`src/rtl/core/t10dif_pkg.sv`:
```
// Shared types, constants and CRC functions of the T10 protection information checker.
package t10dif_pkg;

  localparam int unsigned MAX_BLOCK_BYTES = 4104;
  localparam int unsigned BLOCK_CAP       = (MAX_BLOCK_BYTES / 8) * 8;
  localparam int unsigned POS_W           = $clog2(MAX_BLOCK_BYTES / 8 + 1);
  localparam int unsigned LANES           = 8;

  localparam logic [15:0] CRC_POLY   = 16'h8BB7;
  localparam logic [15:0] ALL_ONES16 = 16'hFFFF;
  localparam logic [31:0] ALL_ONES32 = 32'hFFFF_FFFF;

  // Bit positions in mode_flags.
  localparam int unsigned FL_INV_SEED = 0;
  localparam int unsigned FL_INV_RES  = 1;
  localparam int unsigned FL_NO_GUARD = 2;
  localparam int unsigned FL_NO_REF   = 3;
  localparam int unsigned FL_FIX_REF  = 4;
  localparam int unsigned FL_INC_APP  = 5;
  localparam int unsigned FL_F_APP    = 6;
  localparam int unsigned FL_F_TAGS   = 7;
  localparam int unsigned FL_F_ALL    = 8;
  localparam int unsigned FL_F_ERR    = 9;

  // Bit positions in error_bits.
  localparam int unsigned EB_GUARD = 0;
  localparam int unsigned EB_REF   = 1;
  localparam int unsigned EB_APP   = 2;
  localparam int unsigned EB_ONES  = 3;

  typedef enum logic [2:0] {
    REG_BLOCK_BYTES = 3'd0,
    REG_MODE_FLAGS  = 3'd1,
    REG_APP_SEED    = 3'd2,
    REG_APP_MASK    = 3'd3,
    REG_REF_SEED    = 3'd4
  } cfg_reg_t;

  typedef enum logic [1:0] {
    ST_OK      = 2'd0,
    ST_DIF_ERR = 2'd1,
    ST_LEN_ERR = 2'd2
  } status_t;

  // Settings the tuple check needs from the register file.
  typedef struct packed {
    logic [9:0]  mode_flags;
    logic [15:0] app_mask;
  } chk_cfg_t;

  // Result item, status in the lowest bits.
  typedef struct packed {
    logic [31:0] error_offset;
    logic [3:0]  error_bits;
    logic [1:0]  status;
  } result_t;

  // One byte through the MSB-first CRC16 register.
  function automatic logic [15:0] crc_byte(input logic [15:0] c, input logic [7:0] b);
    logic [15:0] r;
    r = c ^ {b, 8'h00};
    for (int i = 0; i < 8; i++) begin
      r = r[15] ? ({r[14:0], 1'b0} ^ CRC_POLY) : {r[14:0], 1'b0};
    end
    return r;
  endfunction

  // Moves a CRC state across n zero bytes, n no larger than LANES.
  function automatic logic [15:0] crc_advance(input logic [15:0] c, input int unsigned n);
    logic [15:0] r;
    r = c;
    for (int i = 0; i < LANES; i++) begin
      if (i < n) begin
        r = crc_byte(r, 8'h00);
      end
    end
    return r;
  endfunction

endpackage

```
`src/rtl/core/t10dif_lane.sv`:
```
// One byte lane: CRC16 contribution of a single data byte from a zero state.
module t10dif_lane
  import t10dif_pkg::*;
(
  input  logic [7:0]  data_byte,
  output logic [15:0] crc_part
);

  assign crc_part = crc_byte(16'h0000, data_byte);

endmodule

```
`src/rtl/core/t10dif_tuple_chk.sv`:
```
// Guard and tag comparison of one 8-byte protection tuple.
module t10dif_tuple_chk
  import t10dif_pkg::*;
(
  input  logic [63:0] tuple_word,
  input  logic [15:0] running_crc,
  input  logic [15:0] expected_app_tag,
  input  logic [31:0] expected_ref_tag,
  input  chk_cfg_t    cfg,
  output logic [3:0]  error_bits
);

  logic [15:0] guard;
  logic [15:0] app_tag;
  logic [31:0] ref_tag;
  logic [15:0] guard_calc;
  logic        all_ones;
  logic        skip;

  // Tuple fields are big-endian in address order.
  assign guard   = {tuple_word[7:0], tuple_word[15:8]};
  assign app_tag = {tuple_word[23:16], tuple_word[31:24]};
  assign ref_tag = {tuple_word[39:32], tuple_word[47:40], tuple_word[55:48], tuple_word[63:56]};

  assign guard_calc = cfg.mode_flags[FL_INV_RES] ? (running_crc ^ ALL_ONES16) : running_crc;
  assign all_ones   = cfg.mode_flags[FL_F_ALL] && cfg.mode_flags[FL_F_ERR] && (&tuple_word);
  assign skip       = (cfg.mode_flags[FL_F_TAGS] && app_tag == ALL_ONES16 &&
                       ref_tag == ALL_ONES32) ||
                      (cfg.mode_flags[FL_F_APP] && app_tag == ALL_ONES16);

  always_comb begin
    error_bits = 4'b0000;
    if (all_ones) begin
      error_bits[EB_ONES] = 1'b1;
    end else if (!skip) begin
      error_bits[EB_GUARD] = !cfg.mode_flags[FL_NO_GUARD] && (guard_calc != guard);
      error_bits[EB_REF]   = !cfg.mode_flags[FL_NO_REF] && (ref_tag != expected_ref_tag);
      error_bits[EB_APP]   = (cfg.app_mask != 16'h0000) &&
                             (((app_tag ^ expected_app_tag) & ~cfg.app_mask) != 16'h0000);
    end
  end

endmodule

```
`src/rtl/core/t10_dif_block_checker_core.sv`:
```
// Top level of the T10 protection information checker: lanes, merge, job control, output.
// The result is registered when the item carrying tlast is accepted.
// Throughput: one item per cycle; input stalls only while both result slots are full.
// The per-word CRC and the tuple check finish in the cycle the item is accepted.
// Reset (rst, synchronous, active high) loads register defaults and drops all valids.
module t10_dif_block_checker_core
  import t10dif_pkg::*;
(
  input  logic        clk,
  input  logic        rst,
  // Input items.
  input  logic        s_axis_tvalid,
  output logic        s_axis_tready,
  input  logic [63:0] s_axis_tdata,   // data_word[63:0]
  input  logic        s_axis_tlast,   // last_word
  // Result items.
  output logic        m_axis_tvalid,
  input  logic        m_axis_tready,
  output logic [39:0] m_axis_tdata,   // status[1:0], error_bits[5:2], error_offset[37:6]
  // Configuration writes.
  input  logic        cfg_valid,
  output logic        cfg_ready,
  input  logic [2:0]  cfg_index,
  input  logic [31:0] cfg_data
);

  // Configuration registers.
  logic [12:0] block_bytes;
  logic [9:0]  mode_flags;
  logic [15:0] app_tag_seed;
  logic [15:0] app_tag_ignore_mask;
  logic [31:0] ref_tag_seed;

  assign cfg_ready = 1'b1;

  always_ff @(posedge clk) begin
    if (rst) begin
      block_bytes         <= 13'd512;
      mode_flags          <= '0;
      app_tag_seed        <= '0;
      app_tag_ignore_mask <= '0;
      ref_tag_seed        <= '0;
    end else if (cfg_valid && cfg_ready) begin
      case (cfg_reg_t'(cfg_index))
        REG_BLOCK_BYTES: block_bytes         <= cfg_data[12:0];
        REG_MODE_FLAGS:  mode_flags          <= cfg_data[9:0];
        REG_APP_SEED:    app_tag_seed        <= cfg_data[15:0];
        REG_APP_MASK:    app_tag_ignore_mask <= cfg_data[15:0];
        REG_REF_SEED:    ref_tag_seed        <= cfg_data;
        default: ;
      endcase
    end
  end

  // Job state.
  logic              job_open;
  logic [POS_W-1:0]  word_position;
  logic [31:0]       block_start_offset;
  logic [15:0]       running_crc;
  logic [15:0]       expected_app_tag;
  logic [31:0]       expected_ref_tag;
  logic [3:0]        latched_error_bits;
  logic [31:0]       latched_error_offset;

  // Block length in words: size rounded down to whole words and clamped to the legal range.
  logic [12:0]      block_clamped;
  logic [POS_W-1:0] data_words;
  logic [31:0]      block_stride;

  always_comb begin
    block_clamped = {block_bytes[12:3], 3'b000};
    if (block_clamped < 13'd8) begin
      block_clamped = 13'd8;
    end else if (block_clamped > 13'(BLOCK_CAP)) begin
      block_clamped = 13'(BLOCK_CAP);
    end
  end

  assign data_words   = POS_W'(block_clamped >> 3);
  assign block_stride = {19'd0, block_clamped} + 32'd8;

  // The first word of a job sees freshly seeded state, so configuration written
  // between jobs takes effect without any explicit clear.
  logic [POS_W-1:0] pos_cur;
  logic [31:0]      off_cur;
  logic [15:0]      app_cur;
  logic [31:0]      ref_cur;
  logic [3:0]       lbits_cur;
  logic [31:0]      loff_cur;
  logic [15:0]      crc_init;
  logic [15:0]      crc_cur;
  logic             is_data;

  assign pos_cur   = job_open ? word_position        : '0;
  assign off_cur   = job_open ? block_start_offset   : '0;
  assign app_cur   = job_open ? expected_app_tag     : app_tag_seed;
  assign ref_cur   = job_open ? expected_ref_tag     : ref_tag_seed;
  assign lbits_cur = job_open ? latched_error_bits   : '0;
  assign loff_cur  = job_open ? latched_error_offset : '0;
  assign crc_init  = mode_flags[FL_INV_SEED] ? ALL_ONES16 : 16'h0000;
  assign crc_cur   = (pos_cur == '0) ? crc_init : running_crc;
  assign is_data   = pos_cur < data_words;

  // Byte lanes. The CRC is linear, so the word update is the old state carried across
  // eight zero bytes, merged with each lane's part carried across the bytes after it.
  logic [15:0] lane_crc [LANES];
  logic [15:0] crc_next;

  for (genvar k = 0; k < LANES; k++) begin : g_lane
    t10dif_lane u_lane (
      .data_byte (s_axis_tdata[8*k +: 8]),
      .crc_part  (lane_crc[k])
    );
  end

  always_comb begin
    crc_next = crc_advance(crc_cur, LANES);
    for (int k = 0; k < LANES; k++) begin
      crc_next = crc_next ^ crc_advance(lane_crc[k], LANES - 1 - k);
    end
  end

  // Tuple check, against the CRC finished on the last data word.
  chk_cfg_t   chk_cfg;
  logic [3:0] chk_bits;

  assign chk_cfg.mode_flags = mode_flags;
  assign chk_cfg.app_mask   = app_tag_ignore_mask;

  t10dif_tuple_chk u_tuple_chk (
    .tuple_word       (s_axis_tdata),
    .running_crc      (running_crc),
    .expected_app_tag (app_cur),
    .expected_ref_tag (ref_cur),
    .cfg              (chk_cfg),
    .error_bits       (chk_bits)
  );

  // Only the first failing block is recorded.
  logic        latch_new;
  logic [3:0]  lbits_next;
  logic [31:0] loff_next;
  logic        in_fire;
  logic        push;
  result_t     res_new;

  assign latch_new  = !is_data && (lbits_cur == 4'd0) && (chk_bits != 4'd0);
  assign lbits_next = latch_new ? chk_bits : lbits_cur;
  assign loff_next  = latch_new ? off_cur  : loff_cur;
  assign in_fire    = s_axis_tvalid && s_axis_tready;
  assign push       = in_fire && s_axis_tlast;

  always_comb begin
    res_new = '0;
    if (is_data) begin
      res_new.status = ST_LEN_ERR;
    end else if (lbits_next != 4'd0) begin
      res_new.status       = ST_DIF_ERR;
      res_new.error_bits   = lbits_next;
      res_new.error_offset = loff_next;
    end else begin
      res_new.status = ST_OK;
    end
  end

  always_ff @(posedge clk) begin
    if (rst) begin
      job_open <= 1'b0;
    end else if (in_fire) begin
      job_open <= !s_axis_tlast;
    end
  end

  always_ff @(posedge clk) begin
    if (in_fire) begin
      latched_error_bits   <= lbits_next;
      latched_error_offset <= loff_next;
      if (is_data) begin
        running_crc        <= crc_next;
        word_position      <= pos_cur + 1'b1;
        block_start_offset <= off_cur;
        expected_app_tag   <= app_cur;
        expected_ref_tag   <= ref_cur;
      end else begin
        word_position      <= '0;
        block_start_offset <= off_cur + block_stride;
        expected_app_tag   <= mode_flags[FL_INC_APP] ? app_cur + 16'd1 : app_cur;
        expected_ref_tag   <= mode_flags[FL_FIX_REF] ? ref_cur : ref_cur + 32'd1;
      end
    end
  end

  // Output register plus one skid slot, so input keeps flowing while a result waits.
  logic    out_valid;
  result_t out_data;
  logic    skid_valid;
  result_t skid_data;
  logic    pop;

  assign pop           = m_axis_tvalid && m_axis_tready;
  assign s_axis_tready = !skid_valid;
  assign m_axis_tvalid = out_valid;
  assign m_axis_tdata  = {2'b00, out_data};

  always_ff @(posedge clk) begin
    if (rst) begin
      out_valid  <= 1'b0;
      skid_valid <= 1'b0;
    end else if (pop || !out_valid) begin
      if (skid_valid) begin
        out_valid  <= 1'b1;
        skid_valid <= 1'b0;
      end else begin
        out_valid <= push;
      end
    end else if (push) begin
      skid_valid <= 1'b1;
    end
  end

  always_ff @(posedge clk) begin
    if (pop || !out_valid) begin
      out_data <= skid_valid ? skid_data : res_new;
    end else if (push) begin
      skid_data <= res_new;
    end
  end

endmodule

```
`config.mk`:
```
export PLATFORM = sky130hd
export DESIGN_NAME = t10_dif_block_checker_core
export DESIGN_NICKNAME = d
export VERILOG_FILES = /design/src/rtl/core/t10dif_pkg.sv /design/src/rtl/core/t10dif_lane.sv /design/src/rtl/core/t10dif_tuple_chk.sv /design/src/rtl/core/t10_dif_block_checker_core.sv
export SDC_FILE = /design/constraint.sdc
export NUM_CORES = 1
export LEC_CHECK = 0
export BUFFER_PORTS_ARGS = -buffer_cell sky130_fd_sc_hd__buf_2
export CAP_MARGIN = 20
export CORE_ASPECT_RATIO = 0.7
export CORE_UTILIZATION = 55
export DETAILED_ROUTE_END_ITERATION = 10
export GPL_ROUTABILITY_DRIVEN = 0
export PLACE_DENSITY = 0.73
export SETUP_SLACK_MARGIN = 0.05
export SYNTH_ARGS = -nofsm -noshare
export SYNTH_HDL_FRONTEND = slang
export SYNTH_SLANG_ARGS = --single-unit
export TNS_END_PERCENT = 1
```
`constraint.sdc`:
```
create_clock -name clk -period 25 [get_ports clk]
set_clock_uncertainty 0.15 [all_clocks]
set_input_delay 5 -clock clk [delete_from_list [all_inputs] [get_ports clk]]
set_output_delay 5 -clock clk [all_outputs]
set_load 0.01 [all_outputs]
```
==> out/metrics.cfg <==
[floorplan]
rows=63
die-area_sq_mm=0.0439
ios=148
coreArea_sq_mm=0.0424
start_util_pct=55.9
die_h_um=176
die_width_um=250

[worst_setup_path]
r2r-start=word_position[6]
path_max_fanout=7
cpLargestDelayFamily=XOR/XNOR gates
r2r_setup_slack_ps=16810
critPathKind=in -> reg
worstPathCellList=buf_2, ha_1, xor2_1, xnor2_1, xnor2_1, xor2_1, xnor2_1, xor2_1, xnor2_1, xnor2_1, xnor2_1, xnor2_1, xnor2_1, xnor3_1, xnor2_1, xor3_1, xnor3_1
critPathMaxStageDelay_ps=400
required_ps=25170
crit_arrival_ps=9100
crit_path_end_kind=register
crit_path_start_kind=primary input
cpMostUsedCell=xnor2_1
slowest_stage=xnor2_1
crit_path_start=s_axis_tdata[7]
crit_buf_inv=1

[global_route]
grt_pass1_wl_um=96000
gr-total-overflow=0
grt_max_degree=88
grt_pass1_vias=15955
antenna_found_initial=4
grt_use_total_pct=28.4

[timing]
setup_ws_ps=16070
worst_pin_slew_ps=1070
clock.fmax_mhz=112
rsz0062_at_grt=no
finalSetupViolCount=0
fin_hold_ws_ps=306
slew_headroom_pct=28.8
hold_viol=0
setup_tns_ps=0
period_share_pct=35.7
fin_crit_ps=8930
slew_viol_final=0

[synth]
synth_cell_type_count=61
synth.top_cell.area_share_pct=27.6
synth_top_cells_by_area=edfxtp_1, xnor2_1, xnor3_1
yosys.area_share.simple_pct=11.9
synth_mux_area_share_pct=3.82
synth_ff_type=edfxtp_1
synth_compound_area_share_pct=5.04
yosysWarnings=0
syn_area_sq_mm=0.0237
ys_ff_latch=305
synth_edf_count=218
netlist_top_cells_count=xnor2_1, nand2_1, edfxtp_1, xor2_1, a21oi_1
synthXorXnorAreaFrac_pct=39.0
synth_top_cell_by_area=edfxtp_1
synth_top_family_by_area=XOR/XNOR gates
syn-instance-count=2274
synthAdderAreaFrac_pct=2.25
syn_area_per_cell_sq_um=10.4
synth-seq-area-share_pct=35.0
ys_async_sr_fraction_pct=0
synth_most_common_cell=xnor2_1

[detailed_routing]
vias=16634
viasPerCell=5.72
routed_wl_um=62600
wl_per_cell_um=21.5
drt_iter0_drc=1814
first_pass_iters=6
drc=0
final_antenna_net_count=0

[placement]
hpwlAfterDp_um=47700
place_ws_ps=15570
io_buffers=144

[layout]
drive_above_1_share_pct=11.3
post-route-util_pct=61.0
syn_to_final_growth_pct=9.10
fin_nets=2476

[clocking]
cts_max_path_buffers=3
cts_resized=0
cts_max_level=1
cts.clk_slew.worst_paths_ps=80
clk-insertion-delay-late_ps=570
cts_buffers=30
holdBufCountCts=0
cts_setup_buffers=0
cts_num_sinks=305
cts_tree=built
cts-root-buf=clkbuf_16

[run]
drv_cap=0

[worst_hold_path]
hp-class=reg -> reg
hp-start=app_tag_seed[7]

[outcome]
outcome=complete, no violations

==> kinds of logic after synthesis <==
logic type,after synthesis
buffers and inverters,179
AOI/OAI and AO/OA,215
adders and majority gates,42
and+or+nand+nor,609
DFF,305
muxes,88
other,2
xor gates and xnor gates,834
==> worst reg2reg max path, cell delays in order (launching register included) <==
cell	delay, ps
edfxtp_1	450
or4_1	510
o21ai_0	600
nand2_1	730
a21oi_1	510
xnor3_1	390
xor2_1	350
xnor2_1	150
a21oi_2	250
xor2_1	590
xnor3_1	640
xnor3_1	530
xnor3_2	520
xnor2_1	180
xnor2_1	390
xnor3_2	600
xnor3_1	390
==> layout by cell type (no fill, tap or decap), drive strengths merged, types with 4 or more instances in the layout <==
cell	count
nand4	24
and4	5
dfxtp	87
buf	157
ha	41
mux2	20
bufinv	5
o31ai	6
clkbuf	43
and2	51
mux2i	68
nor2	74
a21o	7
edfxtp	218
and3	8
xor2	176
o21ai	46
nand3	22
nor2b	36
xor3	22
nand2	318
or4	4
clkinv	6
o21bai	7
a21oi	129
xnor3	108
nor3	14
o22ai	8
or2	4
a32o	4
nand2b	7
nor4	30
inv	43
xnor2	528
==> per-stage QoR <==
step           cells  cell area [sq um]
2_1_floorplan   2275              23700
3_3_place_gp    2844              24700
3_5_place_dp    2845              24700
4_1_cts         2901              25800
5_1_grt         2907              25900
6_report        2908              25900
==> cell type report <==
class	count	area, sq um
antenna	3	7.51
clock buffer	42	867
clock inverter	14	206
fill	3491	16500
inverter	43	161
multi-input combinational	1791	14700
sequential	305	8290
tap	552	691
timing repair buffer	158	905
==> sequential cells by signal, summed over array words and instances, names as in the netlist <==
signal and cells:
ref_tag_seed 32, job_open 1, word_position 10, app_tag_seed 16, block_start_offset 32, mode_flags 10, skid_valid 1, expected_app_tag 16
m_axis_tdata 38, m_axis_tvalid 1, latched_error_bits 4, expected_ref_tag 32, skid_data 38, block_bytes 10, app_tag_ignore_mask 16, latched_error_offset 32
running_crc 16
==> per-layer routing <==
layer	GRT usage (%)	vias to the layer above	part of all wire, %
li1	-	7739	-
met1	43.3	8015	46
met2	40.7	772	42
met3	6.52	108	11
met4	6.44	0	2.3
met5	0	-	0
==> final timing paths <==
check,end,cells after the start
max,running_crc[15],17
min,app_tag_seed[7],2
max reg2reg,running_crc[4],16
min reg2reg,app_tag_seed[7],2
Power is not shown: default switching activity piles up to over one toggle a cycle in this logic, so the estimate is an artifact.
